**src/evt_pkg.sv**
```systemverilog
`timescale 1ns / 1ps
// Shared types, constants and saturation helpers for the encoder angle and velocity tracker.
// Depends on nothing; every other file of the block imports it.
package evt_pkg;

	// Sample and correction memory geometry.
	localparam int RAW_W   = 14;
	localparam int TAB_N   = 128;
	localparam int TAB_AW  = 7;
	localparam int TAB_W   = 16;
	localparam int FRAC_W  = RAW_W - TAB_AW;
	localparam int ANG_W   = 18;
	localparam int TURN_W  = 20;

	// Velocity history: the last taps minus one velocities.
	localparam int HIST_N  = 39;
	localparam int HIST_AW = 6;

	// Constant divider: three chunks of 18 bits, remainder below 25.
	localparam int DIV_W   = 54;
	localparam int CHUNK_W = 18;
	localparam int N_CHUNK = 3;
	localparam int REM_W   = 5;
	localparam int X_W     = REM_W + CHUNK_W;
	localparam int PROD_W  = 47;
	localparam logic [23:0] RECIP_5  = 24'd3355444;
	localparam logic [23:0] RECIP_25 = 24'd10737419;

	// Fixed-point constants (Q.16 radians).
	localparam logic signed [19:0] TWO_PI      = 20'sd411775;
	localparam logic signed [22:0] WRAP_LIM    = 23'sd196608;
	localparam logic signed [22:0] TWO_PI_23   = 23'sd411775;
	localparam logic signed [20:0] TWO_PI_21   = 21'sd411775;
	localparam logic signed [18:0] HALF_REV    = 19'sd8192;
	localparam logic [18:0]        TWO_PI_U    = 19'd411775;
	localparam logic signed [39:0] VEL_BIAS    = 40'sd171798691840;
	localparam logic signed [39:0] AVG_ROUND   = 40'sd20;
	localparam logic signed [57:0] FILT_BIAS   = 58'sd28147497671065600;
	localparam logic signed [57:0] FILT_ROUND  = 58'sd50;

	typedef enum logic [3:0] {
		ST_IDLE, ST_ANG, ST_POS, ST_RAD, ST_VEL, ST_SUM,
		ST_DIV1, ST_EVEL, ST_FIL, ST_DIV2, ST_OUT
	} evt_state_t;

	typedef enum logic [1:0] {
		CFG_POLE_PAIRS, CFG_ELEC_OFFSET, CFG_MECH_OFFSET, CFG_SAMPLE_RATE
	} cfg_idx_t;

	typedef enum logic {DIV_BY5, DIV_BY25} div_sel_t;

	typedef struct packed {
		logic     start;
		div_sel_t sel;
	} div_req_t;

	typedef enum logic {OP_SAMPLE, OP_TABLE} opcode_t;

	function automatic logic [39:0] sat_40(input logic signed [41:0] x);
		if (x > 42'sd549755813887)
			return 40'h7FFFFFFFFF;
		else if (x < -42'sd549755813888)
			return 40'h8000000000;
		else
			return x[39:0];
	endfunction

	function automatic logic [31:0] sat_32(input logic signed [43:0] x);
		if (x > 44'sd2147483647)
			return 32'h7FFFFFFF;
		else if (x < -44'sd2147483648)
			return 32'h80000000;
		else
			return x[31:0];
	endfunction

	function automatic logic [37:0] sat_38(input logic signed [39:0] x);
		if (x > 40'sd137438953471)
			return 38'h1FFFFFFFFF;
		else if (x < -40'sd137438953472)
			return 38'h2000000000;
		else
			return x[37:0];
	endfunction

endpackage

```
**src/evt_corr_mem.sv**
```systemverilog
`timescale 1ns / 1ps
// Correction memory: one write port, two registered read ports, valid bit per entry.
// Depends on evt_pkg.
module evt_corr_mem import evt_pkg::*; (
	input  logic                     clk,
	input  logic                     arst_n,
	input  logic                     we,
	input  logic [TAB_AW-1:0]        waddr,
	input  logic signed [TAB_W-1:0]  wdata,
	input  logic                     re,
	input  logic [TAB_AW-1:0]        raddr_a,
	input  logic [TAB_AW-1:0]        raddr_b,
	output logic signed [TAB_W-1:0]  rdata_a,
	output logic signed [TAB_W-1:0]  rdata_b
);

	logic signed [TAB_W-1:0] mem [TAB_N];
	logic [TAB_N-1:0]        valid_q;
	logic signed [TAB_W-1:0] rd_a_q, rd_b_q;
	logic                    va_q, vb_q;

	// Storage array, no reset.
	always_ff @(posedge clk) begin
		if (we)
			mem[waddr] <= wdata;
		if (re) begin
			rd_a_q <= mem[raddr_a];
			rd_b_q <= mem[raddr_b];
		end
	end

	// Valid bits stand in for the all-zero reset contents.
	always_ff @(posedge clk or negedge arst_n) begin
		if (!arst_n) begin
			valid_q <= '0;
			va_q    <= 1'b0;
			vb_q    <= 1'b0;
		end else begin
			if (we)
				valid_q[waddr] <= 1'b1;
			if (re) begin
				va_q <= valid_q[raddr_a];
				vb_q <= valid_q[raddr_b];
			end
		end
	end

	// An entry never written reads as zero.
	assign rdata_a = va_q ? rd_a_q : '0;
	assign rdata_b = vb_q ? rd_b_q : '0;

endmodule

```
**config.mk**
```make
export PLATFORM = sky130hd
export DESIGN_NAME = evt_corr_mem
export DESIGN_NICKNAME = d
export VERILOG_FILES = /design/src/evt_pkg.sv /design/src/evt_corr_mem.sv
export SDC_FILE = /design/constraint.sdc
export NUM_CORES = 2
export LEC_CHECK = 0
export BUFFER_PORTS_ARGS = -buffer_cell sky130_fd_sc_hd__buf_4
export CELL_PAD_IN_SITES_DETAIL_PLACEMENT = 1
export CELL_PAD_IN_SITES_GLOBAL_PLACEMENT = 1
export CORE_UTILIZATION = 27
export DETAILED_ROUTE_END_ITERATION = 8
export PLACE_DENSITY = 0.41
export SYNTH_ARGS = -nofsm -noshare
export SYNTH_HDL_FRONTEND = slang
export SYNTH_SLANG_ARGS = --single-unit
```
**constraint.sdc**
```tcl
create_clock -name clk -period 3 [get_ports clk]
set_input_delay 0.45 -clock clk [delete_from_list [all_inputs] [get_ports clk]]
set_output_delay 0.45 -clock clk [all_outputs]
set_load 0.03 [all_outputs]
```
### Word-level counts from Yosys, hierarchy flattened

Memories as Yosys holds them, arrays and structs flattened. A register that Yosys moved wholly into a read port is not among the register bits.
Index checks and enable logic that the tools add are counted.

* bits in registers: 130
* bits in latches: 0
* memory bits (writable): 2048
* ROM bits: 0
* input bits: 41
* output and inout port bits: 32
* logic and storage cells: 20
* memories kept: 1

Memory list
* mem: words 128, width 16, rd ports 2, clocked after memory_dff 2, write ports 1, line evt_corr_mem.sv:17 `logic signed [TAB_W-1:0] mem [TAB_N];`

* $add $sub $neg: 0
* $mul: 0
* divide/modulo/power cells: 0
* $lt $le $gt $ge: 4
* equal/unequal tests: 0
* shift operators: 0
* mux-type cells: 10
* bitwise logic cells: 1
* reductions and logical operators: 1

Operators with widths (count)
* $or A128 B128 Y128: 1
* $mux W16: 2
* $lt A7 B8 Y1 const B: 3
* $bmux W1 S7: 2
* $demux W1 S7: 1
* $ge A7 B1 Y1 const B: 1
* $mux W1: 5
* $logic_and A1 B1 Y1: 1

### Logic depth before layout (Yosys ltp)

* word-level depth: 5
* mapped depth: 11
* depth with buffers taken out: 6

### Least setup slack after synthesis

Ideal clock, no wire load.

* kind: input-to-reg
* start: input port waddr[0]
* end: memory mem[105][0] (enable)
* data arrival time: 2.273 ns
* setup slack: 0.337 ns
* stages: 6
* buffers on the path: 2
* path through: clkbuf_1 or3b_2 inv_1 nand2_1 clkbuf_1 nor2_1

RTL lines
* from (decl): line evt_corr_mem.sv:8 `input logic [TAB_AW-1:0] waddr,`
* to (decl): line evt_corr_mem.sv:17

Straight into the memory's write port.

### Worst setup path after layout

* start: register vb_q
* end: output port rdata_b[2]

* cells in the longest elaborated chain, start to end: 1

RTL lines
* from (decl): line evt_corr_mem.sv:20 `logic va_q, vb_q;`
* from (signal assigned): line evt_corr_mem.sv:43 `vb_q <= valid_q[raddr_b];`
* $mux W16: line evt_corr_mem.sv:50 `assign rdata_b = vb_q ? rd_b_q : '0;`
* to (decl): line evt_corr_mem.sv:14 `output logic signed [TAB_W-1:0] rdata_b`

No other way between the ends.

==> impl_metrics.json <==
{
  "path_max_fanout": 17,
  "nets": 5333,
  "cp_top_family": "flip-flops",
  "hold_class": "primary input to register",
  "ir_worst_vdd_uv": 382.0,
  "drc": 0,
  "slowest_delay_ps": 810,
  "cts_max_level": 5,
  "die_height_um": 614.8,
  "core_area_um2": 373000,
  "slowest_stage": "dfrtp_1",
  "cp_data_required_time_ps": 2550,
  "drt-initial-drc-count": 5359,
  "grt_pass1_wl_um": 551100,
  "startpoint_type": "register",
  "io_buffers": 72,
  "crit_arrival_ps": 2460,
  "final-setup-viol-count": 0,
  "p_per_area_nw_per_um2": 597.7,
  "vias": 55581,
  "tritoncts": "done",
  "drt_wl_total_um": 408900,
  "ant_nets": 0,
  "dp_slack_ps": -1006,
  "fin_crit_ps": 2907,
  "path_clk_slew_ps": 60,
  "cp_cell_sequence": "and2_1 -> buf_4",
  "track_usage": 0.2144,
  "maxCapViolations": 0,
  "cts_sinks": 2210,
  "syn_area_per_cell_um2": 22.00,
  "yosysSeqAreaShare": 0.6482,
  "rows": 224,
  "finalInstanceArea_um2": 124300,
  "insertion_delay_ps": 930,
  "synth_flop_cell": "edfxtp_1",
  "cts_setup_buffers": 0,
  "dieWidth_um": 614.8,
  "p_leak_nw": 39.79,
  "synthesis.area_um2": 101400,
  "yosysMostFrequentCell": "edfxtp_1",
  "syn_nets": 4648,
  "synth-seq-cells": 2210,
  "fin_hold_ws_ps": 80.74,
  "dpl_cell_area_um2": 115600,
  "cts_made_buffers": 276,
  "synth_area_leaders": "edfxtp_1, mux4_2, dfrtp_1, mux2i_1, or2_2",
  "dr.pass1.iters": 8,
  "fmax_mhz": 344.0,
  "netlist_instances": 4607,
  "grt_pass1_vias": 59690,
  "report.final.slew_viol_count": 0,
  "synthTopCellsByCount": "edfxtp_1, mux4_2, buf_2, nor2_1, clkbuf_1",
  "synthDistinctLibCells": 44,
  "skew_ps": 37.38,
  "setup_slack_ps": 92.96,
  "root_buffer": "clkbuf_16",
  "start_util": 0.2718,
  "die_area_um2": 377900,
  "antenna_found_initial": 41,
  "cts_buffer_depth": 4,
  "criticalPathCategory": "register to primary output",
  "yosysWarnings": 0,
  "worst_pin_slew_ps": 1145,
  "wl_per_cell_um": 38.91,
  "synth_edf_count": 2080,
  "grt_max_degree": 129,
  "boundaryPins": 73,
  "viasPerCell": 5.289,
  "end_kind": "primary output",
  "async_reset_ff_frac": 0.05882,
  "rsz0062_at_grt": "false",
  "status": "completed",
  "slew_headroom": 0.2318,
  "overflow": 0,
  "layout-drive-gt1-share": 0.4943,
  "critPathBufInv": 1,
  "post-route-period-util": 0.9690,
  "dpl.hpwl_um": 262000,
  "setup_tns_ps": 0,
  "synth_top_area_frac": 0.6161,
  "area_delta_synth_final_pct": 22.62,
  "place_congestion": 0.8269,
  "synth.largest_area_cell": "edfxtp_1",
  "hold_viol_final": 0
}
power breakdown:
group | leakage [nW] | internal (W) | switching [W] | total, W
sequential | 20.4 | 0.0342 | 0.000343 | 0.0345
clock | 4.20 | 0.0185 | 0.0139 | 0.0325
combinational | 15.2 | 0.00319 | 0.00415 | 0.00734
state kept, by name (all words and copies together) (netlist names):
| name | count |
|---|---|
| mem | 2048 |
| valid_q | 128 |
| rd_a_q | 16 |
| rd_b_q | 16 |
| va_q | 1 |
| vb_q | 1 |
metal layers:
layer	wire, um	vias to the layer above	GRT usage
met5	80	-	0
met4	12180	14	0.05914
met3	18300	444	0.02792
met2	205100	1529	0.3678
met1	173200	31682	0.2851
li1	-	21912	-
cells by family after synthesis:
family / after synthesis / synth area share
and+or+nand+nor: 405 / 0.02066
buffers and inverters: 362 / 0.01633
DFF: 2210 / 0.6482
AOI/OAI and AO/OA: 224 / 0.01540
muxes: 1406 / 0.2994
per-stage QoR:
step,power [W],instances,utilization
2_1_floorplan,0.03855,4607,-
3_3_place_gp,0.04252,9973,0.3097
3_5_place_dp,0.04255,9975,0.3098
4_1_cts,0.07534,10485,0.3331
5_1_grt,0.07657,10486,0.3331
6_report,0.07430,10509,0.3332
timing repair:
item                                    CTS  global route
endpoints found under the setup margin   12             0
resized for setup                         2             0
hold buffers                             11             0
endpoints found under the hold margin   208             0
final timing paths:
check | cells past startpoint | end | start | slack [ps]
setup / recovery | 2 | rdata_b[2] | vb_q$_DFFE_PN0P_ | 90
hold reg to reg | 1 | valid_q[46]$_DFFE_PN0P_ | valid_q[46]$_DFFE_PN0P_ | 490
hold / removal | 1 | mem[120][7]$_DFFE_PP_ | wdata[7] | 80
max in group asynchronous | 3 | valid_q[36]$_DFFE_PN0P_ | arst_n | 1800
setup reg to reg | 5 | rd_a_q[13]$_DFFE_PP_ | mem[23][13]$_DFFE_PP_ | 120
min in group asynchronous | 2 | valid_q[14]$_DFFE_PN0P_ | arst_n | 300
cell usage in the layout (no fill, tap or decap), types with 24 or more instances in the layout:
cell	count
a211oi_1	54
or2_2	128
and2_1	34
a22oi_1	39
clkinv_2	52
o22ai_1	98
buf_4	468
dfrtp_1	129
edfxtp_1	2080
clkbuf_1	64
mux2i_1	97
clkbuf_16	279
clkinv_1	47
mux4_2	1300
nor2_2	113
buf_12	272
diode_2	24
nand2_1	31
final cells by class:
type / count / area, um2
fill: 36322 / 248700
sequential: 2210 / 65710
multi-input combinational: 2035 / 34490
timing repair buffer: 762 / 9223
clock buffer: 352 / 7346
tap: 4972 / 6221
clock inverter: 147 / 1229
antenna: 24 / 60.06
inverter: 7 / 26.28
(Power assumes the default switching activity.)
