===== src/evt_pkg.sv =====
`timescale 1ns / 1ps
// Shared types, constants and saturation helpers for the encoder angle and velocity tracker.
// Depends on nothing; every other file of the block imports it.
package evt_pkg;

	// Sample and correction memory geometry.
	localparam int RAW_W   = 14;
	localparam int TAB_N   = 128;
	localparam int TAB_AW  = 7;
	localparam int TAB_W   = 16;
	localparam int FRAC_W  = RAW_W - TAB_AW;
	localparam int ANG_W   = 18;
	localparam int TURN_W  = 20;

	// Velocity history: the last taps minus one velocities.
	localparam int HIST_N  = 39;
	localparam int HIST_AW = 6;

	// Constant divider: three chunks of 18 bits, remainder below 25.
	localparam int DIV_W   = 54;
	localparam int CHUNK_W = 18;
	localparam int N_CHUNK = 3;
	localparam int REM_W   = 5;
	localparam int X_W     = REM_W + CHUNK_W;
	localparam int PROD_W  = 47;
	localparam logic [23:0] RECIP_5  = 24'd3355444;
	localparam logic [23:0] RECIP_25 = 24'd10737419;

	// Fixed-point constants (Q.16 radians).
	localparam logic signed [19:0] TWO_PI      = 20'sd411775;
	localparam logic signed [22:0] WRAP_LIM    = 23'sd196608;
	localparam logic signed [22:0] TWO_PI_23   = 23'sd411775;
	localparam logic signed [20:0] TWO_PI_21   = 21'sd411775;
	localparam logic signed [18:0] HALF_REV    = 19'sd8192;
	localparam logic [18:0]        TWO_PI_U    = 19'd411775;
	localparam logic signed [39:0] VEL_BIAS    = 40'sd171798691840;
	localparam logic signed [39:0] AVG_ROUND   = 40'sd20;
	localparam logic signed [57:0] FILT_BIAS   = 58'sd28147497671065600;
	localparam logic signed [57:0] FILT_ROUND  = 58'sd50;

	typedef enum logic [3:0] {
		ST_IDLE, ST_ANG, ST_POS, ST_RAD, ST_VEL, ST_SUM,
		ST_DIV1, ST_EVEL, ST_FIL, ST_DIV2, ST_OUT
	} evt_state_t;

	typedef enum logic [1:0] {
		CFG_POLE_PAIRS, CFG_ELEC_OFFSET, CFG_MECH_OFFSET, CFG_SAMPLE_RATE
	} cfg_idx_t;

	typedef enum logic {DIV_BY5, DIV_BY25} div_sel_t;

	typedef struct packed {
		logic     start;
		div_sel_t sel;
	} div_req_t;

	typedef enum logic {OP_SAMPLE, OP_TABLE} opcode_t;

	function automatic logic [39:0] sat_40(input logic signed [41:0] x);
		if (x > 42'sd549755813887)
			return 40'h7FFFFFFFFF;
		else if (x < -42'sd549755813888)
			return 40'h8000000000;
		else
			return x[39:0];
	endfunction

	function automatic logic [31:0] sat_32(input logic signed [43:0] x);
		if (x > 44'sd2147483647)
			return 32'h7FFFFFFF;
		else if (x < -44'sd2147483648)
			return 32'h80000000;
		else
			return x[31:0];
	endfunction

	function automatic logic [37:0] sat_38(input logic signed [39:0] x);
		if (x > 40'sd137438953471)
			return 38'h1FFFFFFFFF;
		else if (x < -40'sd137438953472)
			return 38'h2000000000;
		else
			return x[37:0];
	endfunction

endpackage


===== src/evt_vel_hist.sv =====
`timescale 1ns / 1ps
// Velocity history: circular memory of the last velocities with a fill count.
// Depends on evt_pkg.
module evt_vel_hist import evt_pkg::*; (
	input  logic               clk,
	input  logic               arst_n,
	input  logic               rd_en,
	input  logic               wr_en,
	input  logic signed [31:0] wr_data,
	output logic signed [31:0] rd_data
);

	logic signed [31:0] mem [HIST_N];
	logic [HIST_AW-1:0] ptr_q;
	logic [HIST_AW-1:0] fill_q;
	logic signed [31:0] rd_q;
	logic               full_q;

	// The entry at the pointer is the oldest one; it is replaced next.
	always_ff @(posedge clk) begin
		if (wr_en)
			mem[ptr_q] <= wr_data;
		if (rd_en)
			rd_q <= mem[ptr_q];
	end

	// Pointer and fill count.
	always_ff @(posedge clk or negedge arst_n) begin
		if (!arst_n) begin
			ptr_q  <= '0;
			fill_q <= '0;
			full_q <= 1'b0;
		end else begin
			if (rd_en)
				full_q <= (fill_q == HIST_AW'(HIST_N));
			if (wr_en) begin
				ptr_q <= (ptr_q == HIST_AW'(HIST_N - 1)) ? '0 : ptr_q + 1'b1;
				if (fill_q != HIST_AW'(HIST_N))
					fill_q <= fill_q + 1'b1;
			end
		end
	end

	// Entries not yet written read as zero.
	assign rd_data = full_q ? rd_q : '0;

`ifndef SYNTHESIS
	a_fill_bound: assert property (@(posedge clk) disable iff (!arst_n)
		fill_q <= HIST_AW'(HIST_N))
		else $error("history fill count beyond depth");
	a_ptr_bound: assert property (@(posedge clk) disable iff (!arst_n)
		ptr_q < HIST_AW'(HIST_N))
		else $error("history pointer beyond depth");
	a_fill_step: assert property (@(posedge clk) disable iff (!arst_n)
		(wr_en && fill_q < HIST_AW'(HIST_N)) |=> (fill_q == $past(fill_q) + 1'b1))
		else $error("history fill count did not advance on write");
`endif

endmodule


===== config.mk =====
export PLATFORM = sky130hd
export DESIGN_NAME = evt_vel_hist
export DESIGN_NICKNAME = d
export VERILOG_FILES = /design/src/evt_pkg.sv /design/src/evt_vel_hist.sv
export SDC_FILE = /design/constraint.sdc
export NUM_CORES = 1
export LEC_CHECK = 0
export ABC_AREA = 1
export BUFFER_PORTS_ARGS = -buffer_cell sky130_fd_sc_hd__buf_4
export CORE_AREA = 2 2 369 371
export DETAILED_ROUTE_END_ITERATION = 7
export DIE_AREA = 0 0 371 373
export PLACE_DENSITY = 0.52
export SLEW_MARGIN = 20
export SYNTH_ARGS = -nofsm -noshare
export SYNTH_HDL_FRONTEND = slang
export SYNTH_SLANG_ARGS = --single-unit

===== constraint.sdc =====
create_clock -name clk -period 6.3 [get_ports clk]
set_clock_uncertainty 0.1 [all_clocks]
set_input_delay 0.315 -clock clk [delete_from_list [all_inputs] [get_ports clk]]
set_output_delay 0.315 -clock clk [all_outputs]
set_load 0.02 [all_outputs]

* After elaboration in Yosys (flattened, before gate mapping)
Memory sizes are Yosys's and may differ from the RTL's. A register that Yosys moved wholly into a read port is not among the register bits. Cells that the tools add are included.
Operators by class: muxes and demuxes 4, reductions and logical operators 1, add/subtract/negate cells 2, equal/unequal tests 3
Operator list (number):
- two-way mux 32 bit | 1
- adder 6 x 1 -> 6 bit (second input constant) | 2
- equality test 6 bit (second input constant) | 2
- two-way mux 6 bit | 1
- != test 6 bit (second input constant) | 1
- two-way mux 1 bit | 2
- AND reduction 2 bit | 1
Word-level totals: input port bits 36, logic and storage cells 14, memories 1, bits in registers 13, bits in writable memories 1248, output and inout bits 32
Memories:
- mem | depth 39, width 32, rd ports 1, clocked after Yosys merged registers in 1, wr ports 1, RTL line evt_vel_hist.sv:13 | logic signed [31:0] mem [HIST_N];

* Depth between registers and ports, before layout
Gate-level depths: netlist of run 1.
depth after elaboration 2, depth in mapped cells 15, mapped depth without buffers 11

* Least setup slack after synthesis of run 1
No wires, ideal clock.
path kind register to register, start point reg ptr_q[0], end point mem mem[17][0] (enable), stages on the path, launching flop included 7, clock period less this slack 4.724 ns, setup time 0.502 ns, data required time 5.698 ns, buffers on the path 4, setup slack 1.576 ns, arrival 4.123 ns, cell sequence dfrtp_1 -> buf_6 -> inv_2 -> buf_6 -> buf_6 -> buf_2 -> nor4_1
RTL lines:
- start, declared | RTL line evt_vel_hist.sv:14 | logic [HIST_AW-1:0] ptr_q;
- start signal, assigned | RTL line evt_vel_hist.sv:37 | ptr_q <= (ptr_q == HIST_AW'(HIST_N - 1)) ? '0 : ptr_q + 1'b1;
- end, declared | RTL line evt_vel_hist.sv:13
Straight into the memory's write port.

* Final worst setup path of run 1
start point reg ptr_q[1], end point mem mem[35][8] (enable)
Straight into the memory's write port.

==> results of run 1 <==
final timing paths:
| kind | from | to | slack, ns |
|---|---|---|---|
| worst max-delay path | ptr_q[1] | mem[35][8] | 2.05 |
| worst min-delay path | rd_en | rd_q[16] | 0.04 |
| worst max register to register | ptr_q[1] | mem[35][8] | 2.05 |
| worst min register to register | fill_q[4] | fill_q[4] | 0.41 |
| max in group asynchronous | arst_n | ptr_q[1] | 4.78 |
| min in group asynchronous | arst_n | ptr_q[2] | 0.68 |
metrics by stage:
| step | area [um^2] | setup WS (ns) | std cells | hold slack, ns | power (uW) |
|---|---|---|---|---|---|
| 6_report | 60700 | 2.05 | 6732 | 0.0437 | 24200 |
| 5_1_grt | 60700 | 1.89 | 6731 | 0.0188 | 25200 |
| 2_1_floorplan | 53500 | 1.58 | 4767 | -0.0806 | 14100 |
| 4_1_cts | 60700 | 2.10 | 6731 | 0.00297 | 24400 |
| 3_5_place_dp | 56100 | 2.13 | 6443 | 0.105 | 16600 |
| 3_3_place_gp | 55600 | 2.18 | 6423 | 0.109 | 16500 |
power groups by stage:
stage	logic [uW]	clock network, uW	registers, uW
after floorplan	4000	0	10100
after global placement	6120	0	10400
after detailed placement	6150	0	10400
after CTS	6190	7930	10200
final	6110	7820	10200
after global routing	6730	8260	10300
cell usage after synthesis (all sizes together):
cell    number  area (um^2)
mux2         2         22.5
xor2         6         52.6
nor3         5         47.5
nor2       409         1540
nand4        2         12.5
clkbuf      58          221
inv        150          563
ha           3         37.5
nand3b      11         82.6
clkinv       2         7.51
nor4         2         12.5
nand2     2179         8180
o21ai      211         1060
nand3       55          280
o211ai      96          786
dfrtp       13          325
buf        194         1330
o22ai        1         6.26
a21oi       37          185
or2         51          319
edfxtp    1280        38400
cell type report:
| cell class | instances | area share (%) |
|---|---|---|
| clock buffer | 192 | 6.41 |
| clock inverter | 61 | 0.668 |
| tap | 1781 | 3.67 |
| sequential | 1293 | 63.8 |
| inverter | 152 | 0.964 |
| multi-input combinational | 3070 | 21.3 |
| timing repair buffer | 182 | 3.13 |
| antenna | 1 | 0.00412 |
cell families (layout without fill, tap and decap cells):
logic type	Yosys count	in the layout	share of synthesized area, %
other	0	1	0
buffers and inverters	404	587	3.96
xor gates and xnor gates	6	6	0.0982
muxes	2	2	0.0421
AOI/OAI and AO/OA	345	345	3.80
and+or+nand+nor	2714	2714	19.6
adders and majority gates	3	3	0.0702
DFF	1293	1293	72.5
flip-flops by register name (all words and copies together) (netlist names):
register	cells
mem	1248
rd_q	32
fill_q	6
ptr_q	6
full_q	1
worst max-delay path, stage by stage, from the launching register on:
cell	delay, ns
dfrtp_4	0.94
inv_6	0.43
nor2_4	0.57
nand2_1	0.44
nor2_4	0.78
buf_4	0.45
per-layer routing:
layer	global-route usage [%]	wire length (um)
met2	37.2	75800
met4	6.78	4050
met5	0	0
met1	32.7	71200
met3	4.10	10400
layout by cell type, fill, tap and decap left out, types with 15 or more instances in the layout:
cell / count
clkbuf_16: 149
o211ai_1: 83
clkinv_2: 18
o21ai_0: 155
or2_1: 22
clkinv_1: 35
buf_12: 15
nand2_1: 2177
o21ai_1: 56
inv_1: 144
or2_2: 22
clkbuf_1: 43
a21oi_1: 37
dlygate4sd3_1: 35
buf_4: 119
nor2_1: 369
edfxtp_1: 1280
nand3_1: 53
nor2_4: 40
what timing repair did:
item,4_1_cts,5_1_grt
setup endpoints to repair,0,0
hold buffers,35,0
gates resized for setup,0,0
hold endpoints to repair,1214,0
==> results.sh, run 1 <==
export IMPL_p_comb_share_pct=25.3
export IMPL_worstSetupPathType="reg -> reg"
export IMPL_cp_data_arrival_time_ns=4.57
export IMPL_routedWlPerCell_um=24.0
export IMPL_vias=34327
export IMPL_htree_levels=4
export IMPL_syn_inst=4767
export IMPL_cts_path_max_buffers=3
export IMPL_fin_crit_ns=4.25
export IMPL_drive_gt1_share_pct=8.46
export IMPL_core_um2=135000
export IMPL_cp_start_kind="register"
export IMPL_final_core_util_pct=45.1
export IMPL_gp_congestion=0.831
export IMPL_die_area_um2=138000
export IMPL_vias_per_cell=5.10
export IMPL_clk_pin_slew_ns=0.06
export IMPL_ant_nets=0
export IMPL_wirelength_um=161000
export IMPL_grt_antenna_before_repair=4
export IMPL_synth_fp_nets=4806
export IMPL_drt_initial_drc_count=3562
export IMPL_die_w_um=371
export IMPL_clkSinkCount=1293
export IMPL_p_sw_share_pct=34.6
export IMPL_cts_root_buffer="clkbuf_16"
export IMPL_report_final_hold_viol_count=0
export IMPL_min_path_type="in -> reg"
export IMPL_multi_input_area_um2=12900
export IMPL_ff_latch_area_um2=38800
export IMPL_grt_pass1_wl_um=233000
export IMPL_finalCritPeriodShare_pct=67.5
export IMPL_finalSetupViolCount=0
export IMPL_cp_end_kind="register"
export IMPL_drc=0
export IMPL_syn_area_um2=53500
export IMPL_hold_depth=1
export IMPL_rows=135
export IMPL_start_util_pct=39.7
export IMPL_grt_overflow=0
export IMPL_p_int_uw=15800
export IMPL_worstPathRequired_ns=6.62
export IMPL_peakVddDrop_mv=0.501
export IMPL_synth_distinct_cells=33
export IMPL_tightest_slew_ns=1.12
export IMPL_fmax_mhz=235
export IMPL_cts_setup_buffers=0
export IMPL_io_buffer_count=67
export IMPL_drt_pass1_iterations=5
export IMPL_area_growth_pct=13.5
export IMPL_grt_start_max_net_pins=193
export IMPL_nFillCells=12339
export IMPL_power_share_clock_pct=32.3
export IMPL_grt_pass1_vias=32882
export IMPL_p_leak_uw=0.0235
export IMPL_power_density_nw_per_um2=398
export IMPL_status="completed"
export IMPL_reg2reg_depth=5
export IMPL_die_h_um=373
export IMPL_crit_fanout=74
export IMPL_fin_tns_setup_ns=0
export IMPL_seq_area_frac_synth_pct=72.5
export IMPL_power_frac_seq_pct=42.4
export IMPL_yosysWarnings=0
export IMPL_clk_latency_ns=0.78
export IMPL_dp_hpwl_um=92200
export IMPL_rsz0062_at_grt="no"
export IMPL_relSlewSlack_pct=25.5
export IMPL_layout_nets=4881
export IMPL_syn_avg_cell_area_um2=11.2
export IMPL_ys_ff_latch=1293
export IMPL_ios=68
export IMPL_cts_buffers_inserted=143
export IMPL_drv_cap=0
export IMPL_cts_tree="yes"
export IMPL_grt_usage_pct=23.3
export IMPL_final_max_slew_violation_count=0
export IMPL_power_net_switching_uw=8360
(Power assumes the default switching activity.)
==> inputs of run 2 (changes only) <==
==> constraint.sdc (replaced) <==
create_clock -name clk -period 4 [get_ports clk]
set_clock_uncertainty 0.1 [all_clocks]
set_input_delay 0.2 -clock clk [delete_from_list [all_inputs] [get_ports clk]]
set_output_delay 0.2 -clock clk [all_outputs]
set_load 0.02 [all_outputs]
==> run 2 against run 1 <==
  * Register-to-register slack lost 1.1 ns
  * Combinational power grew 53%
  * Via count shrank 0.25%
  * Die area is the same
  * Worst setup slack lost 1.1 ns
  * Global-route usage shrank 0.70 points
  * Final cell count grew 0.45%
  * Utilization grew 0.18 points
  * Power grew 55%
  * Critical endpoint is now mem[2][19]
==> results.sh, run 2 (same netlist as run 1, synthesis figures left out) <==
export IMPL_layout_nets=4913
export IMPL_tightest_slew_ns=1.04
export IMPL_p_comb_share_pct=24.9
export IMPL_cts_root_buffer="clkbuf_16"
export IMPL_core_um2=135000
export IMPL_fin_tns_setup_ns=0
export IMPL_clk_pin_slew_ns=0.06
export IMPL_ant_nets=0
export IMPL_crit_fanout=23
export IMPL_grt_pass1_vias=32434
export IMPL_p_leak_uw=0.0237
export IMPL_gp_congestion=0.794
export IMPL_grt_antenna_before_repair=5
export IMPL_routedWlPerCell_um=23.1
export IMPL_drc=0
export IMPL_vias=34240
export IMPL_clkSinkCount=1293
export IMPL_cp_end_kind="register"
export IMPL_whs_ns=0.334
export IMPL_area_growth_pct=14.0
export IMPL_cp_start_kind="register"
export IMPL_finalSetupViolCount=0
export IMPL_die_w_um=371
export IMPL_io_buffer_count=67
export IMPL_power_net_switching_uw=12500
export IMPL_power_frac_seq_pct=42.3
export IMPL_power_share_clock_pct=32.7
export IMPL_drive_gt1_share_pct=9.18
export IMPL_grt_usage_pct=22.6
export IMPL_rows=135
export IMPL_min_path_type="in -> reg"
export IMPL_final_common_cell="nand2_1"
export IMPL_dp_hpwl_um=85300
export IMPL_status="completed"
export IMPL_top_regs="mem x1248, rd_q x32"
export IMPL_drv_cap=0
export IMPL_finalCritPeriodShare_pct=75.8
export IMPL_grt_pass1_wl_um=228000
export IMPL_power_density_nw_per_um2=614
export IMPL_relSlewSlack_pct=30.5
export IMPL_htree_levels=4
export IMPL_grt_start_max_net_pins=181
export IMPL_die_area_um2=138000
export IMPL_ios=68
export IMPL_cts_tree="yes"
export IMPL_most_common_layout_cells="nand2_1 (2,177), edfxtp_1 (1,280), nor2_1 (369), o21ai_0 (155)"
export IMPL_p_sw_share_pct=33.3
export IMPL_report_final_hold_viol_count=0
export IMPL_drt_pass1_iterations=8
export IMPL_final_core_util_pct=45.3
export IMPL_rsz0062_at_grt="no"
export IMPL_fmax_mhz=330
export IMPL_peakVddDrop_mv=0.438
export IMPL_vias_per_cell=5.06
export IMPL_grt_overflow=0
export IMPL_regMostFlops="mem"
export IMPL_largest_reg_flops=1248
export IMPL_die_h_um=373
export IMPL_cp_data_arrival_time_ns=3.37
export IMPL_start_util_pct=39.7
export IMPL_final_max_slew_violation_count=0
export IMPL_clk_latency_ns=0.77
export IMPL_fin_crit_ns=3.03
export IMPL_worstPathRequired_ns=4.34
export IMPL_wirelength_um=156000
export IMPL_p_int_uw=25000
export IMPL_cts_path_max_buffers=3
export IMPL_cts_buffers_inserted=141
export IMPL_worstSetupPathType="reg -> reg"
export IMPL_drt_initial_drc_count=3324
[run 2: layer usage]
layer	share of wire [%]	GRT usage [%]	wire length, um
met5	0.016	0	25
met4	2.7	7.17	4160
met3	6.0	3.56	9360
met2	46	35.5	72500
met1	45	32.3	70300
[run 2: path summary, 6_finish.rpt]
kind                           start         end  slack (ns)  cells after the start
hold / removal                 wr_en    ptr_q[1]        0.33                      3
setup / recovery            ptr_q[4]  mem[2][19]        0.97                      5
hold reg to reg            fill_q[4]   fill_q[4]        0.42                      2
min in group asynchronous     arst_n      full_q        0.60                      3
max in group asynchronous     arst_n    ptr_q[1]        2.56                      3
setup reg to reg            ptr_q[4]  mem[2][19]        0.97                      5
[run 2: power by group through the flow]
stage / sequential, uW / clock (uW) / combinational [uW]
finish: 15900 / 12300 / 9340
global route: 15900 / 13100 / 10400
CTS: 15900 / 12500 / 9420
detailed placement: 16100 / 0 / 9360
global placement: 16100 / 0 / 9350
floorplan: 15800 / 0 / 6300
[run 2: layout make-up]
cell class	instances	area (um^2)
fillers	12342	73700
repair buffers	216	2150
multi-input cells	3070	13000
inverters	152	586
clock buffers	177	3760
well taps	1781	2230
flip-flops and latches	1293	38800
clock inverters	72	505
diodes	1	2.50
[run 2: repair_timing]
| item | in CTS | in global routing |
|---|---|---|
| hold buffers | 36 | 0 |
| setup buffers | 0 | 0 |
| gates resized for setup | 0 | 0 |
| endpoints found under the hold margin | 1314 | 0 |
| setup endpoints to repair | 0 | 0 |
[run 2: stage by stage]
| step | std cells | total power, uW | instance area (um^2) | setup slack, ns |
|---|---|---|---|---|
| after floorplan | 4767 | 22100 | 53500 | 0.626 |
| after detailed placement | 6476 | 25500 | 56300 | 1.03 |
| after global placement | 6476 | 25500 | 56300 | 1.12 |
| after global routing | 6761 | 39300 | 61000 | 0.927 |
| after CTS | 6761 | 37800 | 61000 | 1.01 |
| final | 6762 | 37500 | 61000 | 0.969 |
[run 2: worst max-delay path: stages, from the launching register on]
cell      delay, ns
dfrtp_1        0.51
nor3_4         0.23
clkinv_1       0.68
buf_4          0.48
nor2_4         0.37
buf_12         0.30
