--- src/evt_pkg.sv ---
`timescale 1ns / 1ps
// Shared types, constants and saturation helpers for the encoder angle and velocity tracker.
// Depends on nothing; every other file of the block imports it.
package evt_pkg;

	// Sample and correction memory geometry.
	localparam int RAW_W   = 14;
	localparam int TAB_N   = 128;
	localparam int TAB_AW  = 7;
	localparam int TAB_W   = 16;
	localparam int FRAC_W  = RAW_W - TAB_AW;
	localparam int ANG_W   = 18;
	localparam int TURN_W  = 20;

	// Velocity history: the last taps minus one velocities.
	localparam int HIST_N  = 39;
	localparam int HIST_AW = 6;

	// Constant divider: three chunks of 18 bits, remainder below 25.
	localparam int DIV_W   = 54;
	localparam int CHUNK_W = 18;
	localparam int N_CHUNK = 3;
	localparam int REM_W   = 5;
	localparam int X_W     = REM_W + CHUNK_W;
	localparam int PROD_W  = 47;
	localparam logic [23:0] RECIP_5  = 24'd3355444;
	localparam logic [23:0] RECIP_25 = 24'd10737419;

	// Fixed-point constants (Q.16 radians).
	localparam logic signed [19:0] TWO_PI      = 20'sd411775;
	localparam logic signed [22:0] WRAP_LIM    = 23'sd196608;
	localparam logic signed [22:0] TWO_PI_23   = 23'sd411775;
	localparam logic signed [20:0] TWO_PI_21   = 21'sd411775;
	localparam logic signed [18:0] HALF_REV    = 19'sd8192;
	localparam logic [18:0]        TWO_PI_U    = 19'd411775;
	localparam logic signed [39:0] VEL_BIAS    = 40'sd171798691840;
	localparam logic signed [39:0] AVG_ROUND   = 40'sd20;
	localparam logic signed [57:0] FILT_BIAS   = 58'sd28147497671065600;
	localparam logic signed [57:0] FILT_ROUND  = 58'sd50;

	typedef enum logic [3:0] {
		ST_IDLE, ST_ANG, ST_POS, ST_RAD, ST_VEL, ST_SUM,
		ST_DIV1, ST_EVEL, ST_FIL, ST_DIV2, ST_OUT
	} evt_state_t;

	typedef enum logic [1:0] {
		CFG_POLE_PAIRS, CFG_ELEC_OFFSET, CFG_MECH_OFFSET, CFG_SAMPLE_RATE
	} cfg_idx_t;

	typedef enum logic {DIV_BY5, DIV_BY25} div_sel_t;

	typedef struct packed {
		logic     start;
		div_sel_t sel;
	} div_req_t;

	typedef enum logic {OP_SAMPLE, OP_TABLE} opcode_t;

	function automatic logic [39:0] sat_40(input logic signed [41:0] x);
		if (x > 42'sd549755813887)
			return 40'h7FFFFFFFFF;
		else if (x < -42'sd549755813888)
			return 40'h8000000000;
		else
			return x[39:0];
	endfunction

	function automatic logic [31:0] sat_32(input logic signed [43:0] x);
		if (x > 44'sd2147483647)
			return 32'h7FFFFFFF;
		else if (x < -44'sd2147483648)
			return 32'h80000000;
		else
			return x[31:0];
	endfunction

	function automatic logic [37:0] sat_38(input logic signed [39:0] x);
		if (x > 40'sd137438953471)
			return 38'h1FFFFFFFFF;
		else if (x < -40'sd137438953472)
			return 38'h2000000000;
		else
			return x[37:0];
	endfunction

endpackage

--- src/evt_const_div.sv ---
`timescale 1ns / 1ps
// Division of an unsigned word by five or twenty-five, one 18-bit chunk per cycle.
// Depends on evt_pkg.
module evt_const_div import evt_pkg::*; (
	input  logic             clk,
	input  logic             arst_n,
	input  div_req_t         req,
	input  logic [DIV_W-1:0] dividend,
	output logic             done,
	output logic [DIV_W-1:0] quotient
);

	logic             busy_q, done_q;
	logic [1:0]       cnt_q;
	div_sel_t         sel_q;
	logic [REM_W-1:0] rem_q;
	logic [DIV_W-1:0] shf_q, quot_q;
	logic [X_W-1:0]   x;
	logic [23:0]      recip;
	logic [PROD_W-1:0] prod;
	logic [CHUNK_W-1:0] qc;
	logic [X_W-1:0]   qd;
	logic [X_W-1:0]   rnext;

	// One chunk step: reciprocal multiply, then remainder by shift and add.
	always_comb begin
		x     = {rem_q, shf_q[DIV_W-1 -: CHUNK_W]};
		recip = (sel_q == DIV_BY25) ? RECIP_25 : RECIP_5;
		prod  = PROD_W'(x) * PROD_W'(recip);
		if (sel_q == DIV_BY25) begin
			qc = prod[45:28];
			qd = (X_W'(qc) << 4) + (X_W'(qc) << 3) + X_W'(qc);
		end else begin
			qc = prod[41:24];
			qd = (X_W'(qc) << 2) + X_W'(qc);
		end
		rnext = x - qd;
	end

	// Control.
	always_ff @(posedge clk or negedge arst_n) begin
		if (!arst_n) begin
			busy_q <= 1'b0;
			done_q <= 1'b0;
			cnt_q  <= '0;
		end else begin
			done_q <= 1'b0;
			if (req.start) begin
				busy_q <= 1'b1;
				cnt_q  <= '0;
			end else if (busy_q) begin
				cnt_q <= cnt_q + 1'b1;
				if (cnt_q == 2'(N_CHUNK - 1)) begin
					busy_q <= 1'b0;
					done_q <= 1'b1;
				end
			end
		end
	end

	// Datapath.
	always_ff @(posedge clk) begin
		if (req.start) begin
			shf_q <= dividend;
			rem_q <= '0;
			sel_q <= req.sel;
		end else if (busy_q) begin
			shf_q  <= shf_q << CHUNK_W;
			rem_q  <= rnext[REM_W-1:0];
			quot_q <= {quot_q[DIV_W-CHUNK_W-1:0], qc};
		end
	end

	assign done     = done_q;
	assign quotient = quot_q;

endmodule

--- config.mk ---
export PLATFORM = sky130hd
export DESIGN_NAME = evt_const_div
export DESIGN_NICKNAME = d
export VERILOG_FILES = /design/src/evt_pkg.sv /design/src/evt_const_div.sv
export SDC_FILE = /design/constraint.sdc
export NUM_CORES = 1
export LEC_CHECK = 0
export ABC_AREA = 1
export BUFFER_PORTS_ARGS = -buffer_cell sky130_fd_sc_hd__buf_4
export CORE_MARGIN = 10
export CORE_UTILIZATION = 50
export CTS_CLUSTER_DIAMETER = 100
export DETAILED_ROUTE_END_ITERATION = 8
export GPL_TIMING_DRIVEN = 0
export PLACE_DENSITY_LB_ADDON = 0.05
export SLEW_MARGIN = 20
export SYNTH_ARGS = -nofsm -noshare
export SYNTH_HDL_FRONTEND = slang
export SYNTH_SLANG_ARGS = --single-unit
--- constraint.sdc ---
create_clock -name clk -period 8.8 [get_ports clk]
set_input_delay 0.88 -clock clk [delete_from_list [all_inputs] [get_ports clk]]
set_output_delay 0.88 -clock clk [all_outputs]
set_load 0.02 [all_outputs]
# [Yosys cells after proc, flatten, opt, wreduce, memory -nomap -nowiden]
# Index checks and enable logic that the tools add are counted.
[classes] n_mux=13 bitwise_logic=1 n_mul=1 n_eq_ne=1 reduce_logical=2 addsub=5
[ops] op="two-way mux 54 bit" count=2
[ops] op="multiplier 23 x 24 -> 46 bit" count=1
[ops] op="two-way mux 24 bit" count=1
[ops] op="two-way mux 18 bit" count=1
[ops] op="adder 5 bit" count=3
[ops] op="two-way mux 1 bit" count=6
[ops] op="two-way mux 5 bit" count=1
[ops] op="subtractor 5 bit" count=1
[ops] op="two-way mux 2 bit" count=2
[ops] op="adder 2 x 1 -> 2 bit, second input constant" count=1
[ops] op="equality test 2 bit, second input constant" count=1
[ops] op="AND reduction 2 bit" count=1
[ops] op="nonzero test 2 bit" count=1
[ops] op="inverter 1 bit" count=1
[totals] out_inout_bits=55 elab_cells=30 register_bits=118

# [Depth between registers and ports, before layout]
# Gate-level depths: netlist of run 1.
[logic_depth] ltp_word=6 depth_mapped=43

# [Least setup slack after synthesis of run 1]
# No wires, ideal clock.
[synth_path] path_type="reg-to-reg" start="register sel_q" end="register rem_q[4]" t_arrival_ns=7.665 setup_ns=0.069 setup_slack_ns=1.065 stages_incl_launch_ff=38 path_buffers=3 period_less_slack_ns=7.735 required_ns=8.731 path_cell_list="edfxtp_1 -> buf_4 -> clkbuf_1 -> buf_1 -> nand2_1 -> fa_1 -> inv_1 -> fa_1 -> inv_1 -> fa_1 -> fa_1 -> inv_1 -> fa_1 -> fa_1 -> inv_1 -> fa_1 -> inv_1 -> ha_1 -> [2 not listed] -> nand2_1 -> nand2_1 -> o21bai_1 -> a31oi_1 -> xnor2_1 -> ha_1 -> inv_1 -> fa_1 -> nand2_1 -> o21ai_0 -> ha_1 -> nand2_1 -> o21ai_0 -> xor2_1 -> inv_1 -> nand4_1 -> nand3_1 -> nand2_1"
[synth_between] elab_chain_len=6
[synth_lines] item="from (decl)" line_no="evt_const_div.sv:15" source="div_sel_t sel_q;"
[synth_lines] item="from (signal assigned)" line_no="evt_const_div.sv:66" source="sel_q <= req.sel;"
[synth_lines] item="two-way mux 24 bit" line_no="evt_const_div.sv:28" source="recip = (sel_q == DIV_BY25) ? RECIP_25 : RECIP_5;"
[synth_lines] item="multiplier 23 x 24 -> 46 bit" line_no="evt_const_div.sv:29" source="prod = PROD_W'(x) * PROD_W'(recip);"
[synth_lines] item="adder 5 bit (2 in a row)" line_no="evt_const_div.sv:32" source="qd = (X_W'(qc) << 4) + (X_W'(qc) << 3) + X_W'(qc);"
[synth_lines] item="two-way mux 5 bit (*)" line_no="evt_const_div.sv:30" source="if (sel_q == DIV_BY25) begin"
[synth_lines] item="subtractor 5 bit (*)" line_no="evt_const_div.sv:37" source="rnext = x - qd;"
[synth_lines] item="to (signal assigned)" line_no="evt_const_div.sv:69" source="rem_q <= rnext[REM_W-1:0];"
[synth_lines] item="to (decl)" line_no="evt_const_div.sv:16" source="logic [REM_W-1:0] rem_q;"
# Mark *: on every way between the ends. The rest lies on a longest branch, timed or not.
# A chain may end at the register's enable or synchronous reset.

# [Worst setup path after layout of run 1]
# Ends and elaborated chain as after synthesis.

==> metrics.md, run 1 <==
| Metric | Value |
|---|---|
| Clock sink count | 118 |
| Maximum number of pins on one net before global-route repair | 60 |
| Min-delay worst type | input pin to asynchronous set/reset pin |
| Total CTS buffers | 17 |
| Clock transition at the register clock pins on the worst setup and hold paths after CTS | 0.06 ns |
| Maximum clock insertion buffer count | 2 |
| Share of flip-flops with an asynchronous set or reset after synthesis | 3.390% |
| Multi-input logic area | 12610 sq um |
| Syn Nets | 2639 |
| Final cell count without fillers | 2633 |
| Wire length of the first global-routing pass | 78570 um |
| Critical Path Most Common Cell | nand2_1 |
| Top cells by area, synth | fa_1, ha_1, edfxtp_1 |
| Number of synthesized flops with an enable pin | 109 |
| Run status | complete, no violations |
| Category of the critical setup timing path | flip-flop to flip-flop |
| # nets final | 2802 |
| Violation count after the first detailed-route iteration | 842 |
| DP Wirelength | 44290 um |
| Initial Util | 50.35% |
| Number of global-route vias before repair | 13745 |
| CTS tree | done |
| Simple-gate share of the synthesized area | 11.59% |
| Overall die height | 211.5 um |
| Number of cells on the worst reg-to-reg path | 39 |
| DR DRC count | 0 |
| Initial antenna violation count | 0 |
| CTS Hold Buffers Added | 0 |
| Minimum clock period | 8.535 ns |
| Adder-Cell Fraction of Synth Area | 52.00% |
| Critical Path AT | 8.84 ns |
| Post-synthesis average cell area | 9.223 sq um |
| Flops & latches, synth | 118 |
| Fraction of final layout cells with drive strength greater than 1 | 12.15% |
| Max-slew violation count | 0 |
| Wire length reported by the detailed router | 51290 um |
| Count of fill cells added during filler insertion | 3298 |
| Input/output buffers | 112 |
| Share of synthesized area spent on multiplexers | 0% |
| Antenna Cells | 0 |
| Clock Skews | 0.02232 ns |
| GPL Wtd Cong | 0.9575 |
| Finish-stage setup viols | 0 |
| Clk Latency, worst-skew pair | 0.43 ns |
| Crit path required time | 9.10 ns |
| Top-Level Pins | 113 |
| FF-to-FF Start | sel_q |
| Vias | 13146 |
| Critical path endpoint category | flip-flop |
| Layout overhead on the synthesized area | 13.93% |
| Netlist Area Pre-Place | 18350 sq um |
| Critical-path maximum fanout | 10 |
| H-tree Lvls | 4 |
| Inst Count DP | 2571 |
| Area of the core | 36430 sq um |
| Combined flip-flop and latch cell area | 3473 sq um |
| Crit-path max cell delay | 0.61 ns |
| Total routing resource utilization after global routing | 23.49% |
| End of the worst register-to-register path | rem_q[4] |
| Highest achievable clock rate | 117.2 MHz |
| Worst-margin pin slew | 0.7259 ns |
| Cell type with the largest total area after synthesis | fa_1 |
| Horiz. Die Dim | 211.5 um |
| Count of warnings emitted by yosys | 0 |
| Hold Vio Cnt, Final | 0 |
| Pre-Repair DR Iteration Count | 6 |
| Average via count per standard cell | 4.993 |
| Max-Slew Margin vs Limit | 51.60% |
| Full die area | 44750 sq um |
| Xor/xnor share of the synthesized area | 0.8116% |
| Dominant combinational cell family by area after synthesis | adder cells |
| Register-to-register setup slack | 0.27 ns |
| Proportion of netlist area held by the largest area contributor | 30.99% |
| Total congestion overflow after global routing | 0 |
| Clk root buf | clkbuf_16 |
| Slowest stage cell on the critical path | fa_2 |
| Antenna-violating nets left | 0 |
| Launching element type of the critical path | flip-flop |
| Share of the clock period used by the worst path after layout | 96.98% |
| Number of different library cells in the post-synthesis netlist | 44 |
| Most used flip-flop cell after synthesis | edfxtp_1 |
| Site row count | 70 |
| Share of synthesized area occupied by flip-flops and latches | 18.93% |
| Number of instances in the synthesized netlist | 1989 |
| Final routed wire length divided by cell count | 19.48 um |
| Number of max-capacitance violations reported | 0 |
| Compound-Gate Fraction of Synth Area | 3.506% |
-- cell usage in the layout (no fill, tap or decap), types with 4 or more instances in the layout --
cell type / n
dfrtp_1: 4
edfxtp_1: 109
nand3b_1: 4
bufinv_16: 4
inv_1: 590
dfxtp_1: 5
nand3_1: 36
nor2_1: 76
inv_2: 5
buf_12: 4
fa_2: 4
xnor2_1: 6
nand3_2: 7
clkinvlp_4: 5
ha_1: 306
or2_2: 13
a21oi_1: 37
o21bai_1: 6
o21ai_0: 34
nand2_1: 333
xor2_1: 9
fa_1: 280
buf_4: 144
nor2_2: 11
nor2_4: 4
clkbuf_1: 34
nand2_2: 16
o22ai_1: 4
clkbuf_16: 17
-- logic make-up after synthesis --
kind of cell,count (synthesis)
AOI/OAI and AO/OA,110
and+or+nand+nor,511
buffers and inverters,641
adders and majority gates,592
xor gates and xnor gates,17
DFF,118
-- how the worst max path moves through the flow --
stage                     slack [ns]  startpoint  cells past startpoint        to
after floorplan                 1.07       sel_q                     37  rem_q[4]
after global routing           -0.02       sel_q                     40  rem_q[4]
after CTS                      0.002       sel_q                     41  rem_q[4]
after detailed placement       -1.19       sel_q                     34  rem_q[4]
final                           0.27       sel_q                     39  rem_q[4]
after global placement         -1.35       sel_q                     38  rem_q[4]
-- cell type report --
class	count	area share (%)
flip-flops and latches	118	16.62
clock buffers	20	2.137
clock inverters	12	0.8501
multi-input cells	1230	60.32
repair buffers	144	5.328
inverters	600	10.86
plain buffers	41	1.084
well taps	468	2.802
-- timing repair --
| item | CTS | global route |
|---|---|---|
| hold endpoints to repair | 0 | 0 |
| endpoints found under the setup margin | 5 | 2 |
| pin swaps | 1 | 5 |
| buffers inserted | 5 | 25 |
| gates resized for setup | 25 | 40 |
-- state kept, by name, indices dropped and copies added, names as in the netlist --
register	flops
busy_q	1
cnt_q	2
done	1
quotient	54
rem_q	5
sel_q	1
shf_q	54
-- layer usage --
layer / GRT usage, % / vias up / share of wire, %
li1: - / 6309 / -
met1: 32.47 / 6389 / 45
met2: 35.86 / 399 / 45
met3: 6.492 / 49 / 8.2
met4: 5.629 / 0 / 1.8
met5: 0 / - / 0
-- cell usage after synthesis, types with 2 or more instances --
| cell | count |
|---|---|
| inv_1 | 596 |
| nand2_1 | 339 |
| ha_1 | 308 |
| fa_1 | 284 |
| edfxtp_1 | 109 |
| nor2_1 | 86 |
| a21oi_1 | 38 |
| o21ai_0 | 38 |
| nand3_1 | 37 |
| clkbuf_1 | 35 |
| or2_2 | 13 |
| nand2_2 | 10 |
| xor2_1 | 10 |
| o21bai_1 | 7 |
| xnor2_1 | 7 |
| nand3_2 | 6 |
| dfxtp_1 | 5 |
| buf_1 | 4 |
| dfrtp_1 | 4 |
| inv_2 | 4 |
| nand3b_1 | 4 |
| nor2_2 | 4 |
| o22ai_1 | 4 |
| a21o_1 | 3 |
| a31oi_1 | 3 |
| nor4_1 | 3 |
| o2111ai_1 | 3 |
| o21a_1 | 3 |
| a21oi_2 | 2 |
| and3_1 | 2 |
| buf_4 | 2 |
| nand4_1 | 2 |
| nor3_1 | 2 |
| o21ai_2 | 2 |
-- stage by stage --
step | area (sq um) | util, % | setup slack, ns | TNS (ns) | hold slack (ns)
after floorplan | 18350 | - | 1.065 | 0 | 0.4570
after global routing | 20900 | 57.36 | -0.01933 | -0.01933 | 0.2318
after CTS | 20560 | 56.43 | 0.001982 | 0 | 0.2318
after detailed placement | 19830 | 54.42 | -1.193 | -2.924 | 0.4385
final | 20900 | 57.36 | 0.2655 | 0 | 0.2493
after global placement | 19770 | 54.27 | -1.352 | -3.406 | 0.4326
-- critical path, delay by kind of cell (launching register included) --
family / cells / cell delay [ns]
xor gates and xnor gates: 1 / 0.16
AOI/OAI and AO/OA: 4 / 0.60
adders and majority gates: 11 / 4.94
buffers and inverters: 11 / 1.15
DFF: 1 / 0.41
and+or+nand+nor: 12 / 1.13
Power of run 1 is left out: the tool's default activity adds up to more than one toggle a clock period on the data nets, which glitch-free logic cannot reach.
==> run 2, diff against run 1 <==
--- a/config.mk
+++ b/config.mk
@@ -7,6 +7,8 @@
 export LEC_CHECK = 0
 export ABC_AREA = 1
 export BUFFER_PORTS_ARGS = -buffer_cell sky130_fd_sc_hd__buf_4
+export CELL_PAD_IN_SITES_DETAIL_PLACEMENT = 0
+export CELL_PAD_IN_SITES_GLOBAL_PLACEMENT = 1
 export CORE_MARGIN = 10
 export CORE_UTILIZATION = 50
 export CTS_CLUSTER_DIAMETER = 100
@@ -17,3 +19,4 @@
 export SYNTH_ARGS = -nofsm -noshare
 export SYNTH_HDL_FRONTEND = slang
 export SYNTH_SLANG_ARGS = --single-unit
+export TNS_END_PERCENT = 50
==> run 2 against run 1 <==
Sequential share of layout area about the same. Non-clock buffer count increased by 3. Utilization about the same. Clock skew decreased by 0.013 ns. Via count increased by 0.20%. Hold slack improved by 0.0023 ns. Critical endpoint unchanged. Highest routed layer unchanged.
==> metrics.md, run 2 (synthesis gave the netlist of run 1 again) <==
| Metric | Value |
|---|---|
| Run status | complete, no violations |
| Min-delay worst type | input pin to asynchronous set/reset pin |
| Launching element type of the critical path | flip-flop |
| End of the worst register-to-register path | rem_q[4] |
| Wire length reported by the detailed router | 52350 um (+2.1%) |
| Number of cells on the worst reg-to-reg path | 39 (unchanged) |
| Count of fill cells added during filler insertion | 3284 (-0.42%) |
| Slowest stage cell on the critical path | fa_1 |
| Total congestion overflow after global routing | 0 (unchanged) |
| Number of buffers and inverters on the critical path | 12 (+1) |
| Critical path endpoint category | flip-flop |
| Clk Latency, worst-skew pair | 0.42 ns (about the same) |
| Total CTS buffers | 17 (unchanged) |
| GPL Wtd Cong | 0.9425 (-1.6%) |
| Critical-path maximum fanout | 10 (unchanged) |
| Detailed-routed wire length on met3 | 3169 um (-25%) |
| FF-to-FF Start | sel_q |
| CTS Hold Buffers Added | 0 (unchanged) |
| Maximum number of pins on one net before global-route repair | 60 (unchanged) |
| Critical Path Most Common Cell | inv_1 |
| Full die area | 44750 sq um (unchanged) |
| Area of the core | 36430 sq um (unchanged) |
| Violation count after the first detailed-route iteration | 758 (-10%) |
| Worst-margin pin slew | 0.7435 ns (+0.01753 ns) |
| Wire length of the first global-routing pass | 80160 um (+2.0%) |
| Clock transition at the register clock pins on the worst setup and hold paths after CTS | 0.06 ns (about the same) |
| Commonest cells after routing, fill and taps aside | inv_1, nand2_1, ha_1, fa_1, buf_4 |
| Crit path launch | sel_q |
| Finish-stage setup viols | 0 (unchanged) |
| Clk root buf | clkbuf_16 |
| Highest achievable clock rate | 117.0 MHz (-0.11%) |
| Maximum clock insertion buffer count | 2 (unchanged) |
| Detail Route met2 WL | 23560 um (+1.3%) |
| Clock Skews | 0.009380 ns (-0.01294 ns) |
| Commonest non-fill, non-tap cell in the layout | inv_1 |
| Minimum clock period | 8.544 ns (+0.009289 ns) |
| Max-Slew Margin vs Limit | 50.44% (-1.2 points) |
| Hold Vio Cnt, Final | 0 (unchanged) |
| Site row count | 70 (unchanged) |
| Layout overhead on the synthesized area | 13.97% (about the same) |
| Pre-Repair DR Iteration Count | 8 (+2) |
| Highest metal layer with signal wires | met4 |
| Number of max-capacitance violations reported | 0 (unchanged) |
| Top Family by Delay on Critical Path | adder cells |
| Final routed wire length divided by cell count | 19.86 um (+1.9%) |
| Initial antenna violation count | 0 (unchanged) |
| Top-Level Pins | 113 (unchanged) |
| Input/output buffers | 112 (unchanged) |
| Horiz. Die Dim | 211.5 um (unchanged) |
| Fraction of final layout cells with drive strength greater than 1 | 12.55% (+0.40 points) |
| Clock sink count | 118 (unchanged) |
| Average via count per standard cell | 4.997 (about the same) |
| Cell count along the critical path | 39 (unchanged) |
| # nets final | 2805 (+0.11%) |
| DR DRC count | 0 (unchanged) |
| Crit-path max cell delay | 0.61 ns (about the same) |
| Critical Path AT | 8.85 ns (about the same) |
| Multi-input logic area | 12640 sq um (+0.28%) |
| Max-slew violation count | 0 (unchanged) |
| Combined flip-flop and latch cell area | 3473 sq um (unchanged) |
| Category of the critical setup timing path | flip-flop to flip-flop |
| Total routing resource utilization after global routing | 23.95% (+0.46 points) |
| Vias | 13172 (+0.20%) |
| Length of routed wiring on met1 | 24440 um (+6.7%) |
| Overall die height | 211.5 um (unchanged) |
| Critical Path End | rem_q[4] |
| H-tree Lvls | 4 (unchanged) |
| DP Wirelength | 45130 um (+1.9%) |
| Number of global-route vias before repair | 13925 (+1.3%) |
| Crit path required time | 9.11 ns (about the same) |
| CTS tree | done |
| Initial Util | 50.35% (unchanged) |
| Antenna Cells | 0 (unchanged) |
| Share of the clock period used by the worst path after layout | 97.09% (+0.11 points) |
| Worst Setup Slack, final | 0.2562 ns (-0.009289 ns) |
| Worst setup slack after placement | -1.269 ns (-0.07577 ns) |
| Antenna-violating nets left | 0 (unchanged) |
| Register-to-register setup slack | 0.26 ns (about the same) |
## run 2: cell types whose count changed in the layout (fill, tap and decap cells not counted), moves of 2 or more
cell       before  now
nor2_2         11   15
buf_4         144  147
ha_1          306  303
nor2_1         76   73
bufinv_16       4    2
clkbuf_1       34   32
clkinv_1        0    2
clkinv_4        2    4
ha_2            0    2
## run 2: layout make-up
class                   count  share of cell area, %
multi-input cells        1230                  60.47
clock inverters            15                 0.7361
repair buffers            147                  5.434
plain buffers              41                  1.059
flip-flops and latches    118                  16.61
well taps                 468                  2.801
clock buffers              17                  2.035
inverters                 600                  10.86
## run 2: how the worst min path moves through the flow
| stage | from | endpoint | cells past startpoint |
|---|---|---|---|
| after floorplan | cnt_q[1] | cnt_q[1] | 2 |
| after CTS | arst_n | cnt_q[0] | 1 |
| after global routing | arst_n | done | 1 |
| after detailed placement | quotient[25] | quotient[43] | 0 |
| after global placement | quotient[21] | quotient[39] | 0 |
| final | arst_n | cnt_q[0] | 1 |
## run 2: timing repair
item / 4_1_cts / 5_1_grt
resized for setup: 28 / 45
setup endpoints to repair: 6 / 2
buffers inserted: 4 / 29
pin swaps: 1 / 11
## run 2: worst reg2reg max path: cells and delay by family (launching register included)
kind / cells / cell delay (ns)
AO/OA/AOI/OAI: 4 / 0.49
XOR/XNOR: 2 / 0.42
flip-flops: 1 / 0.38
adder cells (fa/ha/maj): 11 / 4.98
buffers and inverters: 12 / 1.18
AND/OR/NAND/NOR: 10 / 0.97
## run 2: metrics by stage
stage / util, % / hold slack [ns] / std cells / setup TNS (ns) / area (sq um)
after floorplan: - / 0.4570 / 1989 / 0 / 18350
after global placement: 54.27 / 0.4296 / 2569 / -3.445 / 19770
after detailed placement: 54.42 / 0.4367 / 2571 / -3.131 / 19830
after CTS: 56.31 / 0.2434 / 2607 / 0 / 20520
after global routing: 57.38 / 0.2373 / 2636 / -0.03568 / 20910
final: 57.38 / 0.2517 / 2636 / 0 / 20910
## run 2: layer usage
metal  up-vias  track usage (%)
met5         -                0
met4         0            6.025
met3        62            3.682
met2       366            37.08
met1      6440            34.44
li1       6304                -
Power of run 2 is left out for the same reason.
==> run 3, diff against run 2 <==
--- a/config.mk
+++ b/config.mk
@@ -7,6 +7,7 @@
 export LEC_CHECK = 0
 export ABC_AREA = 1
 export BUFFER_PORTS_ARGS = -buffer_cell sky130_fd_sc_hd__buf_4
+export CAP_MARGIN = 10
 export CELL_PAD_IN_SITES_DETAIL_PLACEMENT = 0
 export CELL_PAD_IN_SITES_GLOBAL_PLACEMENT = 1
 export CORE_MARGIN = 10
==> constraint.sdc (replaced) <==
create_clock -name clk -period 9 [get_ports clk]
set_input_delay 0.9 -clock clk [delete_from_list [all_inputs] [get_ports clk]]
set_output_delay 0.9 -clock clk [all_outputs]
set_load 0.02 [all_outputs]
==> run 3 against run 2 <==
Wire length down 0.71%. Clock skew about the same. Critical path depth unchanged. Critical endpoint unchanged.
==> metrics.md, run 3 (synthesis gave the netlist of run 1 again) <==
| Metric | Value |
|---|---|
| Total congestion overflow after global routing | 0 (unchanged) |
| Slowest stage cell on the critical path | fa_2 |
| Category of the critical setup timing path | flip-flop to flip-flop |
| Number of global-route vias before repair | 13902 (-0.17%) |
| Initial Util | 50.35% (unchanged) |
| Share of the clock period used by the worst path after layout | 96.31% (-0.78 points) |
| Average via count per standard cell | 5.010 (+0.26%) |
| Area of the core | 36430 sq um (unchanged) |
| Fin area | 20690 sq um (-1.1%) |
| Min-delay worst type | input pin to asynchronous set/reset pin |
| H-tree Lvls | 4 (unchanged) |
| Hold Vio Cnt, Final | 0 (unchanged) |
| Pre-Repair DR Iteration Count | 5 (-3) |
| DP Wirelength | 45130 um (unchanged) |
| Inst Count DP | 2571 (unchanged) |
| CTS Hold Buffers Added | 0 (unchanged) |
| Critical Path AT | 8.97 ns (+0.12 ns) |
| Layout overhead on the synthesized area | 12.77% |
| Total routing resource utilization after global routing | 23.82% (-0.13 points) |
| Commonest non-fill, non-tap cell in the layout | inv_1 |
| Horiz. Die Dim | 211.5 um (unchanged) |
| Antenna-violating nets left | 0 (unchanged) |
| Crit path required time | 9.31 ns (+0.20 ns) |
| Crit-path max cell delay | 0.59 ns (-0.02 ns) |
| Worst-margin pin slew | 0.8925 ns (+0.1490 ns) |
| Input/output buffers | 112 (unchanged) |
| Final routed wire length divided by cell count | 19.81 um (-0.22%) |
| Clock transition at the register clock pins on the worst setup and hold paths after CTS | 0.06 ns (about the same) |
| Clk root buf | clkbuf_16 |
| Critical Path Most Common Cell | inv_1 |
| Overall die height | 211.5 um (unchanged) |
| GPL Wtd Cong | 0.9425 (unchanged) |
| Wire length of the first global-routing pass | 79850 um (-0.38%) |
| Minimum clock period | 8.668 ns (+0.1240 ns) |
| Final cell count without fillers | 2623 (-0.49%) |
| Violation count after the first detailed-route iteration | 823 (+8.6%) |
| FF-to-FF Start | sel_q |
| Initial antenna violation count | 0 (unchanged) |
| DR DRC count | 0 (unchanged) |
| Number of cells on the worst reg-to-reg path | 39 (unchanged) |
| Run status | complete, no violations |
| Register-to-register setup slack | 0.33 ns (+0.08 ns) |
| Total CTS buffers | 17 (unchanged) |
| Maximum number of pins on one net before global-route repair | 60 (unchanged) |
| Clock Skews | 0.009104 ns (-0.0002761 ns) |
| Maximum clock insertion buffer count | 2 (unchanged) |
| Critical-path maximum fanout | 10 (unchanged) |
| Critical path endpoint category | flip-flop |
| Max-Slew Margin vs Limit | 40.28% (-10 points) |
| Clk Latency, worst-skew pair | 0.42 ns (about the same) |
| Commonest cells after routing, fill and taps aside | inv_1, nand2_1, ha_1, fa_1, buf_4 |
| Vias | 13141 (-0.24%) |
| Max-slew violation count | 0 (unchanged) |
| Highest achievable clock rate | 115.4 MHz (-1.4%) |
| # nets final | 2791 (-0.50%) |
| Launching element type of the critical path | flip-flop |
| Top-Level Pins | 113 (unchanged) |
| Clock sink count | 118 (unchanged) |
| Finish-stage setup viols | 0 (unchanged) |
| Fraction of final layout cells with drive strength greater than 1 | 11.00% (-1.5 points) |
| Sum of negative setup slack | 0 ns (unchanged) |
| Full die area | 44750 sq um (unchanged) |
| Wire length reported by the detailed router | 51970 um (-0.71%) |
| Placed Instance Area | 19830 sq um (unchanged) |
| End of the worst register-to-register path | rem_q[4] |
| Site row count | 70 (unchanged) |
| CTS tree | done |
| Number of max-capacitance violations reported | 0 (unchanged) |
run 3: changes by cell type in the layout (fill, tap and decap cells not counted), sizes merged:
cell	previous run	this run
buf	154	140
diode	0	1
run 3: worst max path at each step:
stage,startpoint,endpoint,slack (ns),depth (start not counted)
after floorplan,sel_q,rem_q[4],1.27,37
after global placement,sel_q,rem_q[4],-1.15,38
after detailed placement,sel_q,rem_q[4],-1.07,38
after CTS,sel_q,rem_q[4],0.02,41
after global routing,shf_q[38],rem_q[4],-0.008,38
final,sel_q,rem_q[4],0.33,39
run 3: final cells by class:
type,instances,area [sq um]
fill,3305,15750
multi-input combinational,1230,12550
sequential,118,3473
inverter,600,2270
timing repair buffer,133,1031
tap,468,585.6
clock buffer,17,425.4
buffer,41,196.4
clock inverter,15,153.9
antenna,1,2.502
run 3: per-layer routing:
layer | global-route usage (%) | up-vias | wire (um)
met5 | 0 | - | 0
met4 | 5.232 | 0 | 1063
met3 | 3.046 | 58 | 2797
met2 | 37.07 | 346 | 23330
met1 | 34.78 | 6464 | 24780
li1 | - | 6273 | -
run 3: critical path, delay by kind of cell, from the launching register on:
family / cells / cell delay, ns
and+or+nand+nor: 10 / 1.06
adders and majority gates: 11 / 4.93
xor gates and xnor gates: 2 / 0.42
AOI/OAI and AO/OA: 4 / 0.48
DFF: 1 / 0.34
buffers and inverters: 12 / 1.27
run 3: timing repair:
action / 4_1_cts / 5_1_grt
resized for setup: 22 / 21
setup buffers: 1 / 18
endpoints found under the setup margin: 4 / 2
pin swaps: 1 / 1
run 3: metrics by stage:
step                      utilization, %  hold WS, ns  setup WS (ns)
after CTS                          56.19       0.2634        0.02230
after global routing               56.77       0.2573      -0.007528
after detailed placement           54.42       0.4367         -1.069
final                              56.78       0.2721         0.3321
after global placement             54.27       0.4296         -1.151
after floorplan                        -       0.4570          1.265
Power of run 3 is left out for the same reason.
